File: config.mk
export PLATFORM = sky130hd
export DESIGN_NAME = two_class_countdown_timer_table
export DESIGN_NICKNAME = d
export VERILOG_FILES = /design/src/design/tct_pkg.sv /design/src/design/tct_cell.sv /design/src/design/tct_row.sv /design/src/design/two_class_countdown_timer_table.sv
export SDC_FILE = /design/constraint.sdc
export NUM_CORES = 1
export LEC_CHECK = 0
export ABC_AREA = 1
export BUFFER_PORTS_ARGS = -buffer_cell sky130_fd_sc_hd__buf_2
export CORE_ASPECT_RATIO = 0.7
export CORE_MARGIN = 2
export CORE_UTILIZATION = 35
export DETAILED_ROUTE_END_ITERATION = 10
export PLACE_DENSITY = 0.6
export SYNTH_ARGS = -nofsm -noshare
export SYNTH_HDL_FRONTEND = slang
export SYNTH_SLANG_ARGS = --single-unit
File: constraint.sdc
create_clock -name clk_i -period 3.6 [get_ports clk_i]
set_clock_uncertainty 0.05 [all_clocks]
set_input_delay 0.36 -clock clk_i [delete_from_list [all_inputs] [get_ports clk_i]]
set_output_delay 0.36 -clock clk_i [all_outputs]
set_load 0.01 [all_outputs]
File: src/design/tct_pkg.sv
// Shared types and codes for the two-class countdown timer table.
// Holds the timer entry struct, request action codes and result kinds.
// No dependencies.
`default_nettype none

package tct_pkg;

  localparam int unsigned TIME_W   = 16;
  localparam int unsigned HANDLE_W = 8;
  localparam int unsigned ACTION_W = 3;
  localparam int unsigned KIND_W   = 2;

  typedef logic [TIME_W-1:0]   time_t;
  typedef logic [HANDLE_W-1:0] handle_t;
  typedef logic [ACTION_W-1:0] action_t;
  typedef logic [KIND_W-1:0]   kind_t;

  typedef struct packed {
    time_t   tm;
    handle_t hdl;
    logic    vld;
  } entry_t;

  localparam action_t ACT_ADD   = 3'd0;
  localparam action_t ACT_DEL   = 3'd1;
  localparam action_t ACT_QUERY = 3'd2;
  localparam action_t ACT_TICK  = 3'd3;
  localparam action_t ACT_SERV  = 3'd4;

  localparam kind_t KIND_DONE    = 2'd0;
  localparam kind_t KIND_REJECT  = 2'd1;
  localparam kind_t KIND_REMAIN  = 2'd2;
  localparam kind_t KIND_EXPIRED = 2'd3;

endpackage

`default_nettype wire

File: src/design/tct_cell.sv
// One timer slot: time, handle and valid mark.
// Loads the neighbor's entry on every shift. Depends on tct_pkg.
`default_nettype none

module tct_cell (
  input  wire logic            clk_i,
  input  wire logic            rst_ni,
  input  wire logic            shift_i,
  input  wire tct_pkg::entry_t entry_i,
  output tct_pkg::entry_t      entry_o
);
  import tct_pkg::*;

  entry_t entry_q;

  always_ff @(posedge clk_i or negedge rst_ni) begin
    if (!rst_ni) begin
      entry_q <= '0;
    end else if (shift_i) begin
      entry_q <= entry_i;
    end
  end

  assign entry_o = entry_q;

endmodule

`default_nettype wire

File: src/design/tct_row.sv
// Ring of timer cells: the head cell is presented for processing and the
// processed entry reenters at the tail. Depends on tct_pkg and tct_cell.
`default_nettype none

module tct_row #(
  parameter int unsigned DEPTH = 8
) (
  input  wire logic            clk_i,
  input  wire logic            rst_ni,
  input  wire logic            shift_i,
  input  wire tct_pkg::entry_t tail_i,
  output tct_pkg::entry_t      head_o
);
  import tct_pkg::*;

  entry_t cell_q [DEPTH];

  for (genvar j = 0; j < DEPTH; j++) begin : g_cell
    entry_t nbr;
    if (j == DEPTH - 1) begin : g_tail
      assign nbr = tail_i;
    end else begin : g_mid
      assign nbr = cell_q[j+1];
    end
    tct_cell u_cell (
      .clk_i   (clk_i),
      .rst_ni  (rst_ni),
      .shift_i (shift_i),
      .entry_i (nbr),
      .entry_o (cell_q[j])
    );
  end

  assign head_o = cell_q[0];

endmodule

`default_nettype wire

File: src/design/two_class_countdown_timer_table.sv
// Two-class countdown timer table: top level with request sequencer.
// Depends on tct_pkg and tct_row (normal and quick rings of cells).
//
// Usage: a request (action, handle, delay, quick_class, late_in_tick) is
// taken at a clock edge where start is high and busy is low. Results come
// out one per cycle on kind_o/handle_res_o/remaining_o/last_o, each marked
// by a one-cycle valid_o pulse; last_o marks the final result of a request.
// The receiver cannot hold results off, so no result waits.
// Each table is a ring of cells rotated once per cycle past a single
// processing point, so a pass over a table visits each of its slots once
// (N = NORMAL_SLOTS, Q = QUICK_SLOTS) and ends with the ring in its
// original order. Expired timers are reported while the pass runs.
// Passes per request: add walks the table chosen by quick_class, tick the
// quick table, service the normal table; delete and query walk the normal
// table, then the quick table when no normal entry matched. An unknown
// action gets one reject reply in the next cycle, and busy does not rise.
// A new request may be taken at the edge that ends the last_o cycle.
// Reset clears every slot, the tick backlog and the sequencer; no sweep.
`default_nettype none

module two_class_countdown_timer_table #(
  parameter int unsigned NORMAL_SLOTS = 8,
  parameter int unsigned QUICK_SLOTS  = 4
) (
  input  wire logic             clk_i,
  input  wire logic             rst_ni,
  input  wire logic             start,
  output logic                  busy,
  input  wire tct_pkg::action_t action_i,
  input  wire tct_pkg::handle_t handle_i,
  input  wire tct_pkg::time_t   delay_i,
  input  wire logic             quick_class_i,
  input  wire logic             late_in_tick_i,
  output logic                  valid_o,
  output tct_pkg::kind_t        kind_o,
  output tct_pkg::handle_t      handle_res_o,
  output tct_pkg::time_t        remaining_o,
  output logic                  last_o
);
  import tct_pkg::*;

  localparam int unsigned MAX_SLOTS = (NORMAL_SLOTS > QUICK_SLOTS) ? NORMAL_SLOTS : QUICK_SLOTS;
  localparam int unsigned CNT_W     = $clog2(MAX_SLOTS + 1);
  localparam logic [CNT_W-1:0] N_LAST = CNT_W'(NORMAL_SLOTS - 1);
  localparam logic [CNT_W-1:0] Q_LAST = CNT_W'(QUICK_SLOTS - 1);

  typedef enum logic [1:0] {
    ST_IDLE,
    ST_NPASS,
    ST_QPASS,
    ST_FIN
  } state_e;

  state_e           state_q;
  logic [CNT_W-1:0] step_q;
  action_t          act_q;
  handle_t          handle_q;
  time_t            delay_q;
  logic             found_q;
  time_t            rem_q;
  time_t            backlog_q;

  entry_t n_head, n_new, q_head, q_new;
  logic   n_hit, q_hit, n_exp, q_exp;
  logic   n_match, q_match;
  time_t  q_dec;
  time_t  delay_adj;

  assign n_match   = n_head.vld && (n_head.hdl == handle_q);
  assign q_match   = q_head.vld && (q_head.hdl == handle_q);
  assign q_dec     = q_head.tm - time_t'(1);
  assign delay_adj = (late_in_tick_i && (delay_i > time_t'(1))) ? delay_i - time_t'(1) : delay_i;

  // Normal head: add, delete, query, service
  always_comb begin
    n_new = n_head;
    n_hit = 1'b0;
    n_exp = 1'b0;
    case (act_q)
      ACT_ADD: begin
        if (!found_q && (n_head.tm == '0)) begin
          n_new = '{tm: delay_q, hdl: handle_q, vld: 1'b1};
          n_hit = 1'b1;
        end
      end
      ACT_DEL: begin
        if (!found_q && n_match) begin
          n_new.tm  = '0;
          n_new.vld = 1'b0;
          n_hit     = 1'b1;
        end
      end
      ACT_QUERY: begin
        n_hit = !found_q && n_match;
      end
      ACT_SERV: begin
        if (n_head.tm != '0) begin
          if (n_head.tm > backlog_q) begin
            n_new.tm = n_head.tm - backlog_q;
          end else begin
            n_new.tm  = '0;
            n_new.vld = 1'b0;
            n_exp     = 1'b1;
          end
        end
      end
      default: begin
      end
    endcase
  end

  // Quick head: add, delete, query, tick
  always_comb begin
    q_new = q_head;
    q_hit = 1'b0;
    q_exp = 1'b0;
    case (act_q)
      ACT_ADD: begin
        if (!found_q && (q_head.tm == '0)) begin
          q_new = '{tm: delay_q, hdl: handle_q, vld: 1'b1};
          q_hit = 1'b1;
        end
      end
      ACT_DEL: begin
        if (!found_q && q_match) begin
          q_new.tm  = '0;
          q_new.vld = 1'b0;
          q_hit     = 1'b1;
        end
      end
      ACT_QUERY: begin
        q_hit = !found_q && q_match;
      end
      ACT_TICK: begin
        if (q_head.tm != '0) begin
          q_new.tm = q_dec;
          if (q_dec == '0) begin
            q_new.vld = 1'b0;
            q_exp     = 1'b1;
          end
        end
      end
      default: begin
      end
    endcase
  end

  tct_row #(.DEPTH(NORMAL_SLOTS)) u_normal (
    .clk_i   (clk_i),
    .rst_ni  (rst_ni),
    .shift_i (state_q == ST_NPASS),
    .tail_i  (n_new),
    .head_o  (n_head)
  );

  tct_row #(.DEPTH(QUICK_SLOTS)) u_quick (
    .clk_i   (clk_i),
    .rst_ni  (rst_ni),
    .shift_i (state_q == ST_QPASS),
    .tail_i  (q_new),
    .head_o  (q_head)
  );

  assign busy = (state_q != ST_IDLE);

  always_ff @(posedge clk_i or negedge rst_ni) begin
    if (!rst_ni) begin
      state_q      <= ST_IDLE;
      step_q       <= '0;
      act_q        <= ACT_ADD;
      handle_q     <= '0;
      delay_q      <= '0;
      found_q      <= 1'b0;
      rem_q        <= '0;
      backlog_q    <= '0;
      valid_o      <= 1'b0;
      kind_o       <= KIND_DONE;
      handle_res_o <= '0;
      remaining_o  <= '0;
      last_o       <= 1'b0;
    end else begin
      valid_o <= 1'b0;
      case (state_q)
        ST_IDLE: begin
          if (start) begin
            act_q    <= action_i;
            handle_q <= handle_i;
            delay_q  <= delay_adj;
            found_q  <= 1'b0;
            rem_q    <= '0;
            step_q   <= '0;
            case (action_i)
              ACT_ADD: begin
                state_q <= quick_class_i ? ST_QPASS : ST_NPASS;
              end
              ACT_DEL, ACT_QUERY, ACT_SERV: begin
                state_q <= ST_NPASS;
              end
              ACT_TICK: begin
                if (backlog_q != '1) begin
                  backlog_q <= backlog_q + time_t'(1);
                end
                state_q <= ST_QPASS;
              end
              default: begin
                // unknown action: single reject, nothing changes
                valid_o      <= 1'b1;
                kind_o       <= KIND_REJECT;
                handle_res_o <= handle_i;
                remaining_o  <= '0;
                last_o       <= 1'b1;
              end
            endcase
          end
        end
        ST_NPASS: begin
          step_q <= step_q + CNT_W'(1);
          if (n_hit) begin
            found_q <= 1'b1;
            rem_q   <= n_head.tm;
          end
          if (n_exp) begin
            valid_o      <= 1'b1;
            kind_o       <= KIND_EXPIRED;
            handle_res_o <= n_head.hdl;
            remaining_o  <= '0;
            last_o       <= 1'b0;
          end
          if (step_q == N_LAST) begin
            step_q <= '0;
            // fall back to the quick table when no normal entry matched
            if (((act_q == ACT_DEL) || (act_q == ACT_QUERY)) && !found_q && !n_hit) begin
              state_q <= ST_QPASS;
            end else begin
              state_q <= ST_FIN;
            end
          end
        end
        ST_QPASS: begin
          step_q <= step_q + CNT_W'(1);
          if (q_hit) begin
            found_q <= 1'b1;
            rem_q   <= q_head.tm;
          end
          if (q_exp) begin
            valid_o      <= 1'b1;
            kind_o       <= KIND_EXPIRED;
            handle_res_o <= q_head.hdl;
            remaining_o  <= '0;
            last_o       <= 1'b0;
          end
          if (step_q == Q_LAST) begin
            step_q  <= '0;
            state_q <= ST_FIN;
          end
        end
        ST_FIN: begin
          valid_o      <= 1'b1;
          handle_res_o <= handle_q;
          last_o       <= 1'b1;
          remaining_o  <= '0;
          case (act_q)
            ACT_ADD, ACT_DEL: begin
              kind_o <= found_q ? KIND_DONE : KIND_REJECT;
            end
            ACT_QUERY: begin
              kind_o      <= found_q ? KIND_REMAIN : KIND_REJECT;
              remaining_o <= found_q ? rem_q : '0;
            end
            ACT_SERV: begin
              kind_o    <= KIND_DONE;
              backlog_q <= '0;
            end
            default: begin
              kind_o <= KIND_DONE;
            end
          endcase
          state_q <= ST_IDLE;
        end
        default: begin
          state_q <= ST_IDLE;
        end
      endcase
    end
  end

endmodule

`default_nettype wire

==> results of run 1 <==
==> per-layer routing <==
metal  global-route usage [%]  wire length, microns
met1                    29.52                 27470
met2                    26.82                 20840
met3                    4.395                  4017
met4                    3.802                   946
met5                        0                     0
==> flip-flops by register name (all words and copies together), names as in the netlist, 2 cells and up <==
name / count
remaining_o: 16
u_normal.g_cell.u_cell.entry_o: 200
backlog_q: 16
handle_res_o: 8
handle_q: 8
delay_q: 16
step_q: 4
kind_o: 2
u_quick.g_cell.u_cell.entry_o: 100
state_q: 2
rem_q: 16
act_q: 3
==> what timing repair did <==
action | CTS | global route
hold endpoints to repair | 93 | 0
hold buffers | 1 | 0
setup endpoints to repair | 0 | 0
setup buffers | 0 | 0
==> cell families (layout without fill, tap and decap cells) <==
logic type | Yosys count | count (layout) | share of synthesized area [%]
XOR/XNOR | 34 | 34 | 1.557
adder cells (fa/ha/maj) | 29 | 29 | 1.937
flip-flops | 394 | 394 | 51.56
AO/OA/AOI/OAI | 344 | 344 | 9.861
buffers and inverters | 310 | 358 | 6.281
AND/OR/NAND/NOR | 1346 | 1346 | 28.75
multiplexers | 1 | 1 | 0.05235
==> power groups by stage <==
stage               sequential [mW]  clock [mW]  combinational (mW)
finish                         7.32        4.36                8.50
global route                   7.52        4.67                9.62
CTS                            7.31        4.46                8.45
detailed placement             7.37           0                8.41
global placement               7.33           0                8.31
floorplan                      6.90           0                6.16
==> area by class of cell <==
cell class / count / area [sq um] / share of cell area [%]
Sequential cell: 394 / 9859 / 45.72
Multi-Input combinational cell: 1754 / 8087 / 37.50
Clock buffer: 53 / 1131 / 5.245
Tap cell: 730 / 913.4 / 4.235
Inverter: 204 / 768.2 / 3.562
Timing Repair Buffer: 87 / 590.6 / 2.738
Clock inverter: 14 / 216.5 / 1.004
==> cells in the mapped netlist (2+ instances only) <==
master / instances / area share (%)
inv_1: 192 / 3.8
nand4_1: 35 / 1.1
nand3_2: 2 / 0.10
dfrtp_1: 394 / 52
a21boi_0: 2 / 0.078
nand2_1: 972 / 19
nand2_4: 2 / 0.12
a221oi_1: 11 / 0.50
nor2_2: 4 / 0.13
clkbuf_1: 84 / 1.6
o21ai_0: 182 / 4.8
o31ai_1: 4 / 0.16
a21oi_1: 102 / 2.7
o21bai_1: 4 / 0.16
buf_2: 9 / 0.24
xor2_1: 25 / 1.1
a31oi_1: 14 / 0.46
nand3_1: 99 / 2.6
nor2_4: 4 / 0.24
o22ai_1: 6 / 0.20
buf_1: 8 / 0.16
nand2_2: 15 / 0.49
buf_6: 2 / 0.12
a211oi_1: 3 / 0.12
o21ai_1: 2 / 0.052
a22oi_1: 2 / 0.078
buf_4: 3 / 0.12
nor3_2: 3 / 0.16
o211ai_1: 6 / 0.24
xnor2_1: 9 / 0.41
or2_2: 3 / 0.098
nor4_1: 3 / 0.098
inv_2: 7 / 0.14
nand3b_1: 2 / 0.078
nor2_1: 175 / 3.4
nor3_1: 19 / 0.50
clkinv_1: 5 / 0.098
ha_1: 28 / 1.8
nor3b_1: 2 / 0.078
==> worst max-delay path, stage by stage (launching register included) <==
cell and delay (ns):
dfrtp_1 0.45, inv_1 0.22, nand4_1 0.12, nor2_1 0.15, nand2_1 0.11, nor2_1 0.32
nand2_1 0.36, inv_1 0.12, buf_4 0.33, a21oi_1 0.15, o21ai_0 0.23, a21oi_1 0.08
nor2_1 0.10
==> metrics by stage <==
stage / area, sq um / hold WS, ns / std cells / total power, mW
4_1_cts: 21570 / 0.04274 / 3236 / 20.21
6_report: 21570 / 0.06653 / 3236 / 20.18
3_5_place_dp: 20210 / 0.4077 / 3168 / 15.78
5_1_grt: 21570 / 0.05404 / 3236 / 21.81
2_1_floorplan: 19120 / 0.01441 / 2458 / 13.06
3_3_place_gp: 20210 / 0.4029 / 3168 / 15.64
==> placed cells by master (no fill, tap or decap), types with 4 or more instances in the layout <==
cell type / Yosys / layout
xor2_1: 25 / 25
clkbuf_1: 84 / 6
bufinv_16: 0 / 5
o21bai_1: 4 / 4
nand4_1: 35 / 35
ha_1: 28 / 26
a31oi_1: 14 / 14
xnor2_1: 9 / 9
nor3_1: 19 / 19
a21oi_1: 102 / 102
clkinv_2: 0 / 6
inv_1: 192 / 192
nor2_2: 4 / 4
buf_2: 9 / 59
o31ai_1: 4 / 4
buf_12: 0 / 6
nand3_1: 99 / 99
o211ai_1: 6 / 6
clkbuf_16: 0 / 41
buf_4: 3 / 20
inv_2: 7 / 8
nor2_1: 175 / 175
nor2_4: 4 / 4
dfrtp_1: 394 / 394
a221oi_1: 11 / 11
o21ai_0: 182 / 182
clkbuf_8: 0 / 6
nand2_2: 15 / 15
o22ai_1: 6 / 6
nand2_1: 972 / 972
==> worst max-delay path by stage <==
| stage | depth (start not counted) | slack [ns] | end | from |
|---|---|---|---|---|
| 6_report | 12 | 0.68 | u_normal.g_cell[7].u_cell.entry_o[13] | u_normal.g_cell[0].u_cell.entry_o[19] |
| 5_1_grt | 15 | 0.44 | remaining_o[8] | u_quick.g_cell[0].u_cell.entry_o[9] |
| 4_1_cts | 12 | 0.76 | u_normal.g_cell[7].u_cell.entry_o[13] | u_normal.g_cell[0].u_cell.entry_o[20] |
| 3_5_place_dp | 12 | 0.79 | remaining_o[4] | u_quick.g_cell[0].u_cell.entry_o[9] |
| 3_3_place_gp | 12 | 0.83 | u_normal.g_cell[7].u_cell.entry_o[13] | u_normal.g_cell[0].u_cell.entry_o[20] |
| 2_1_floorplan | 15 | 1.23 | last_o | u_normal.g_cell[0].u_cell.entry_o[9] |
==> impl_metrics.toml, run 1 <==
[timing]
slew_headroom_pct = 41.55
finalSetupTns_ns = 0
layout_min_cycle_time_ns = 2.916
finalHoldViolCount = 0
setup_viol = 0
rsz0062_at_grt = "no"
drv_slew = 0
setup_slack_ns = 0.6841
tightest_slew_ns = 0.8767
fin_crit_sh_pct = 81.00
max_clock_freq_mhz = 342.9

[pwr]
power_density_mw_per_mm2 = 935.7
cellLeakagePower_nw = 10.79
power_frac_comb_pct = 42.1
clkPwrFrac_pct = 21.6
seqPwrFrac_pct = 36.3
p_int_mw = 11.16
power_switching_mw = 9.023
vdd_drop_max_v = 0.0005264
switching_share_pct = 44.71

[critical_path]
critPathKind = "reg -> reg"
regToRegSetupSlack_ns = 0.68
r2r_cells = 12
cp.arrival_ns = 3.34
worstReg2RegEnd = "u_normal.g_cell[7].u_cell.entry_o[13]"
required_ns = 4.02
startpoint_type = "flip-flop"
cp_max_fo = 21
r2r-start = "u_normal.g_cell[0].u_cell.entry_o[19]"
crit_path_end_kind = "flip-flop"

[clocking]
clock-sinks = 394
numCtsBuffers = 39
ctsLongestPathBuffers = 3
root_buffer = "clkbuf_16"
cts-htree-levels = 2
cts_tree = "yes"
clock_latency_ns = 0.56
clk_pin_slew_ns = 0.06
cts.repair.resized = 0

[synthesis]
yosysWarnings = 0
ys.flop_type = "dfrtp_1"
async_flop_share_pct = 100.0
synthCells = 2458
syn_area_sq_mm = 0.01912
ys_seq_area_share_pct = 51.56
synth_nets = 2519
synth_seq_cells = 394
synth_edf_count = 0
syn-mean-instance-area_sq_um = 7.780
ys_types = 53

[layout]
final_util_pct = 40.06
area_delta_synth_final_pct = 12.78
drive_gt1_share_pct = 7.941
nets = 2541
diodes = 0
fillers = 5609

[min_path]
hold_class = "in -> reg"
whs_path_depth = 3
min_to = "handle_q[1]"
holdCritStartpoint = "handle_i[1]"

[global_route]
grt_first_pass_wirelength_mm = 86.31
grt-ovfl-total = 0
antenna_found_initial = 0
grt_max_degree = 196
grt_pass1_vias = 15431
grt_util_all_layers_pct = 19.07

[floorplanning]
start_util_pct = 35.52
die_w_microns = 283.4
die_y_microns = 199.6
num_rows = 71
core-area_sq_mm = 0.05383
ioPinCount = 61
die_area_sq_mm = 0.05655

[placement]
port_buffers = 60
pre_cts_slack_ns = 0.7892
place_congestion = 0.9409
dpl.hpwl_mm = 37.86

[routing]
num_vias = 16087
route.detailed.drc = 0
dr.pass1.iters = 6
drt_iter0_drc = 1502
routed_via_density = 4.971
wl_per_cell_microns = 16.46
ant_nets = 0
drt_wl_total_mm = 53.28

[outcome]
status = "completed"

[job]
maxCapViolCount = 0
Power figures use the tool's default switching activity.
==> inputs of run 2 (changes only) <==
ABC_AREA = 0   (was 1)
clock period = 2.7 ns   (was 3.6 ns; I/O delays follow)
==> run 2 against run 1 <==
Compared with the run above:
- the run now ends with negative setup slack left
- synthesized cell count down 37%
- highest routed layer unchanged
- critical endpoint is now last_o
- largest power group unchanged
- wire length down 9.2%
- hold slack worse by 0.030 ns
- maximum frequency down 6.4%
- sequential power up 45%
==> impl_metrics.toml, run 2 <==
[floorplanning]
die_y_microns = 194.7
die_area_sq_mm = 0.05379
num_rows = 69
core-area_sq_mm = 0.05102
die_w_microns = 276.4
start_util_pct = 35.62
ioPinCount = 61

[timing]
finalHoldViolCount = 0
max_clock_freq_mhz = 321.1
rsz0062_at_grt = "yes"
fin_crit_sh_pct = 115.3
setup_viol = 27
setup_slack_ns = -0.4141
slew_headroom_pct = 43.08
tightest_slew_ns = 0.8519
layout_min_cycle_time_ns = 3.114
drv_slew = 0

[layout]
postLayoutCellArea_sq_mm = 0.02220
multi_input_area_sq_mm = 0.008090
final_cell_mix = "dfrtp_1 (394), mux2_2 (284), buf_4 (158), nor2_1 (109), nand2_1 (95)"
regArea_sq_mm = 0.009859
nets = 1804
drive_gt1_share_pct = 35.99
largest_reg_flops = 200
fillers = 4729
area_delta_synth_final_pct = 22.13
final_common_cell = "dfrtp_1"

[routing]
num_vias = 13036
drt_wl_total_mm = 48.36
ant_nets = 0
drt_iter0_drc = 1114
wl_per_cell_microns = 19.78
routed_via_density = 5.332
dr.pass1.iters = 5
route.detailed.drc = 0

[pwr]
finalPower_mw = 29.33
power_density_mw_per_mm2 = 1321
cellLeakagePower_nw = 9.587
vdd_drop_max_v = 0.0006702

[global_route]
grt_util_all_layers_pct = 17.95
grt-ovfl-total = 0
grt_max_degree = 83
antenna_found_initial = 1
grt_pass1_vias = 12804
grt_first_pass_wirelength_mm = 75.89

[critical_path]
crit_path_end_kind = "flip-flop"
cp_max_fo = 20
startpoint_type = "flip-flop"
required_ns = 3.07
cp.arrival_ns = 3.48
critPathKind = "reg -> reg"

[outcome]
status = "finished, violations left"
violations = "negative setup slack"

[clocking]
clock-sinks = 394
ctsLongestPathBuffers = 3
root_buffer = "clkbuf_16"
cts-htree-levels = 2
clk_pin_slew_ns = 0.06
clock_latency_ns = 0.54
cts_tree = "yes"
numCtsBuffers = 38

[synthesis]
netlist.area_leader.share_pct = 54.25
async_flop_share_pct = 100.0
syn-mean-instance-area_sq_um = 11.78
yosysWarnings = 0
synth_edf_count = 0
yosysTopAreaCell = "dfrtp_1"
syn_area_sq_mm = 0.01817
ys_types = 68
ys.flop_type = "dfrtp_1"
ys_seq_area_share_pct = 54.25
synthTopCellsByCount = "dfrtp_1 (394), mux2_2 (284), nor2_1 (113)"
synthCells = 1543
synth_seq_cells = 394
synth.most_common_cell = "dfrtp_1"
synth_nets = 1604
synth_area_leaders = "dfrtp_1 (54%), mux2_2 (18%), o21ai_0 (2.6%)"

[job]
maxCapViolCount = 0

[placement]
port_buffers = 60
placed_area_sq_mm = 0.02046
dpl.hpwl_mm = 35.20
place_congestion = 0.9287

[min_path]
hold_class = "in -> reg"
-- run 2: changes by cell type after synthesis, moves of 19 or more --
cell and change:
o21ai_0 -87, a21oi_1 -32, nor2_1 -62, inv_1 -159
mux2_2 +284, nand3_1 -79, xnor2_1 +22, a22oi_1 +19
nand2_1 -876
-- run 2: what timing repair did --
action                                  in CTS  in global routing
gates cloned                                 0                  1
buffers inserted                             2                  5
hold buffers                                11                  0
pin swaps                                    3                 16
endpoints found under the setup margin      39                 92
endpoints found under the hold margin       78                  0
gates resized for setup                      5                 46
-- run 2: final timing paths --
kind	to	slack (ns)	start	cells after the start
setup / recovery	last_o	-0.41	u_quick.g_cell[0].u_cell.entry_o[10]	9
hold / removal	delay_q[4]	0.04	delay_i[4]	3
setup reg to reg	last_o	-0.41	u_quick.g_cell[0].u_cell.entry_o[10]	9
hold reg to reg	u_normal.g_cell[7].u_cell.entry_o[9]	0.44	u_normal.g_cell[7].u_cell.entry_o[9]	1
max in group asynchronous	u_normal.g_cell[7].u_cell.entry_o[21]	1.45	rst_ni	3
min in group asynchronous	u_normal.g_cell[3].u_cell.entry_o[17]	0.29	rst_ni	2
-- run 2: stage by stage --
stage | cells | utilization, % | setup TNS (ns) | hold slack, ns | setup WS (ns)
3_3_place_gp | 2358 | 40.10 | -8.520 | 0.2795 | -0.3433
2_1_floorplan | 1543 | - | -7.549 | -0.07559 | -0.3819
4_1_cts | 2438 | 42.98 | -9.316 | 0.02268 | -0.3654
5_1_grt | 2444 | 43.50 | -12.72 | 0.05160 | -0.4949
3_5_place_dp | 2358 | 40.10 | -9.287 | 0.2794 | -0.3685
6_report | 2445 | 43.50 | -9.975 | 0.03668 | -0.4141
-- run 2: metal layers --
metal  share of wire, %  track usage, %  vias up
li1                   -               -     5998
met5                  0               0        -
met4                1.1           3.258        0
met2                 40           24.12      400
met3                8.4           5.133       46
met1                 50           28.33     6592
-- run 2: area by class of cell --
type	instances	area share, %
Inverter	36	0.6088
Antenna cell	1	0.01127
Clock inverter	13	0.9302
Clock buffer	54	5.012
Multi-Input combinational cell	1024	36.45
Sequential cell	394	44.42
Tap cell	674	3.800
Timing Repair Buffer	249	8.766
-- run 2: power by group --
part / internal (mW) / switching (mW) / leakage, nW
combinational: 6.49 / 6.57 / 4.09
clock: 3.36 / 2.31 / 0.648
sequential: 8.63 / 1.96 / 4.85
-- run 2: worst max-delay path: stages, from the launching register on --
cell	delay, ns
dfrtp_1	0.38
buf_4	0.16
or4_1	0.55
nor3b_2	0.21
o211ai_1	0.17
a2111oi_4	0.44
nand3_2	0.19
a211o_1	0.35
buf_12	0.18
mux2_4	0.29
-- run 2: kinds of logic after synthesis --
group | after synthesis | synth area share, %
AO/OA/AOI/OAI | 304 | 11.02
XOR/XNOR | 47 | 2.265
adder cells (fa/ha/maj) | 29 | 2.038
buffers and inverters | 125 | 2.726
flip-flops | 394 | 54.25
multiplexers | 304 | 18.78
AND/OR/NAND/NOR | 340 | 8.923
==> inputs of run 3 (changes only) <==
--- a/constraint.sdc
+++ b/constraint.sdc
@@ -4,2 +4,2 @@
 set_output_delay 0.27 -clock clk_i [all_outputs]
-set_load 0.01 [all_outputs]
+set_load 0.1 [all_outputs]
==> run 3 against run 2 <==
Compared with the run above:
- largest power group unchanged
- combinational power grew 5%
- hold slack lost 0.012 ns
- the flow still finishes with violations (negative setup slack)
- wire length shrank 0.43%
- power grew 1.5%
- cell count grew 0.25%
- flip-flop and latch count is the same
- critical endpoint unchanged
- non-clock buffer count grew 8
==> impl_metrics.toml, run 3 (synthesized netlist as in run 2, its figures left out) <==
[placement]
place_congestion = 0.9103
placed_area_sq_mm = 0.02044
dpl.hpwl_mm = 34.89
port_buffers = 60
pre_cts_slack_ns = -0.5113

[routing]
wl_per_cell_microns = 19.65
num_vias = 13055
dr.pass1.iters = 5
drt_wl_total_mm = 48.16
drt_iter0_drc = 1107
routed_via_density = 5.326
route.detailed.drc = 0
ant_nets = 0

[timing]
rsz0062_at_grt = "yes"
drv_slew = 0
tightest_slew_ns = 1.293
finalHoldViolCount = 0
slew_headroom_pct = 13.60
setup_viol = 28
whs_ns = 0.02424
max_clock_freq_mhz = 317.1
fin_crit_sh_pct = 116.8
layout_min_cycle_time_ns = 3.154
setup_slack_ns = -0.4535

[global_route]
use_met2_pct = 23.78
grt_util_met3_pct = 4.724
gr-usage-met1_pct = 27.94
grt_pass1_vias = 12791
grt_max_degree = 81
grt-ovfl-total = 0
grt_first_pass_wirelength_mm = 75.02
grt_util_all_layers_pct = 17.79
busiest_layer = "met1"
antenna_found_initial = 2

[layout]
largest_reg_flops = 200
final_common_cell = "dfrtp_1"
fillers = 4730
final_util_pct = 43.40
final_cell_mix = "dfrtp_1 (394), mux2_2 (284), buf_4 (170), nor2_1 (111), nand2_1 (96)"
drive_gt1_share_pct = 36.15
nets = 1811
area_delta_synth_final_pct = 21.85
postLayoutCellArea_sq_mm = 0.02215

[critical_path]
r2r_cells = 10
startpoint_type = "flip-flop"
slowest_delay_ns = 0.40
worstReg2RegEnd = "last_o"
cp_max_fo = 20
slowest_stage = "dfrtp_1"
required_ns = 3.07
r2r-start = "u_quick.g_cell[0].u_cell.entry_o[9]"
crit_path_end_kind = "flip-flop"
regToRegSetupSlack_ns = -0.45
cp.arrival_ns = 3.53
critPathKind = "reg -> reg"
cpMostUsedCell = "or3b_4"
cp_cell_sequence = "inv_2, ha_4, or3b_4, o31a_1, or3b_4, a2111oi_4, nand3_2, a211o_1, buf_12, mux2_4"

[clocking]
cts_tree = "yes"
ctsLongestPathBuffers = 3
clock-sinks = 394
numCtsBuffers = 37
root_buffer = "clkbuf_16"
cts-htree-levels = 2
clock_latency_ns = 0.54
clk_pin_slew_ns = 0.07

[job]
maxCapViolCount = 0

[floorplanning]
start_util_pct = 35.62
die_y_microns = 194.7
die_area_sq_mm = 0.05379
ioPinCount = 61
num_rows = 69
core-area_sq_mm = 0.05102
die_w_microns = 276.4

[outcome]
status = "finished, violations left"
violations = "negative setup slack"

[min_path]
min_to = "delay_q[5]"
holdCritStartpoint = "delay_i[5]"
hold_class = "in -> reg"
whs_path_depth = 3

[pwr]
power_density_mw_per_mm2 = 1344
finalPower_mw = 29.77
vdd_drop_max_v = 0.001019
cellLeakagePower_nw = 9.568
[run 3: where the power goes]
part           internal [mW]  total [mW]  switching [mW]
sequential              8.63        10.5            1.92
combinational           6.55        13.8            7.21
clock                   3.16        5.47            2.31
[run 3: per-layer routing]
metal,part of all wire (%),vias up
met3,8.7,58
li1,-,6005
met5,0,-
met2,40,457
met4,1.8,0
met1,50,6535
[run 3: critical path, delay by kind of cell, from the launching register on]
family	cells	cell delay [ns]
AND/OR/NAND/NOR	3	1.00
AO/OA/AOI/OAI	3	0.89
flip-flops	1	0.40
multiplexers	1	0.30
buffers and inverters	2	0.26
adder cells (fa/ha/maj)	1	0.12
[run 3: worst max-delay path by stage]
stage	from	to	slack, ns	cells past startpoint
final	u_quick.g_cell[0].u_cell.entry_o[9]	last_o	-0.45	10
after detailed placement	u_quick.g_cell[0].u_cell.entry_o[10]	remaining_o[15]	-0.51	11
after floorplan	u_quick.g_cell[0].u_cell.entry_o[9]	handle_res_o[7]	-0.38	11
after global placement	u_quick.g_cell[0].u_cell.entry_o[10]	remaining_o[14]	-0.40	11
after CTS	u_quick.g_cell[0].u_cell.entry_o[10]	remaining_o[2]	-0.51	11
after global routing	u_quick.g_cell[0].u_cell.entry_o[10]	remaining_o[0]	-0.56	12
[run 3: through the flow]
stage	instances	setup TNS, ns
floorplan	1543	-7.471
global placement	2362	-10.12
detailed placement	2362	-12.66
CTS	2440	-12.66
global route	2450	-14.26
finish	2451	-11.74
[run 3: what timing repair did]
| action | CTS | global route |
|---|---|---|
| hold buffers | 11 | 0 |
| buffers inserted | 2 | 10 |
| hold endpoints to repair | 81 | 0 |
| gates resized for setup | 8 | 44 |
| pin swaps | 15 | 18 |
| endpoints found under the setup margin | 40 | 70 |
[run 3: final cells by class]
| type | count | area (sq um) | area share (%) |
|---|---|---|---|
| diodes | 1 | 2.502 | 0.01130 |
| clock buffers | 54 | 1112 | 5.023 |
| clock inverters | 11 | 141.4 | 0.6385 |
| inverters | 36 | 135.1 | 0.6102 |
| multi-input cells | 1024 | 8095 | 36.56 |
| flip-flops and latches | 394 | 9859 | 44.52 |
| well taps | 674 | 843.3 | 3.808 |
| repair buffers | 257 | 1956 | 8.831 |
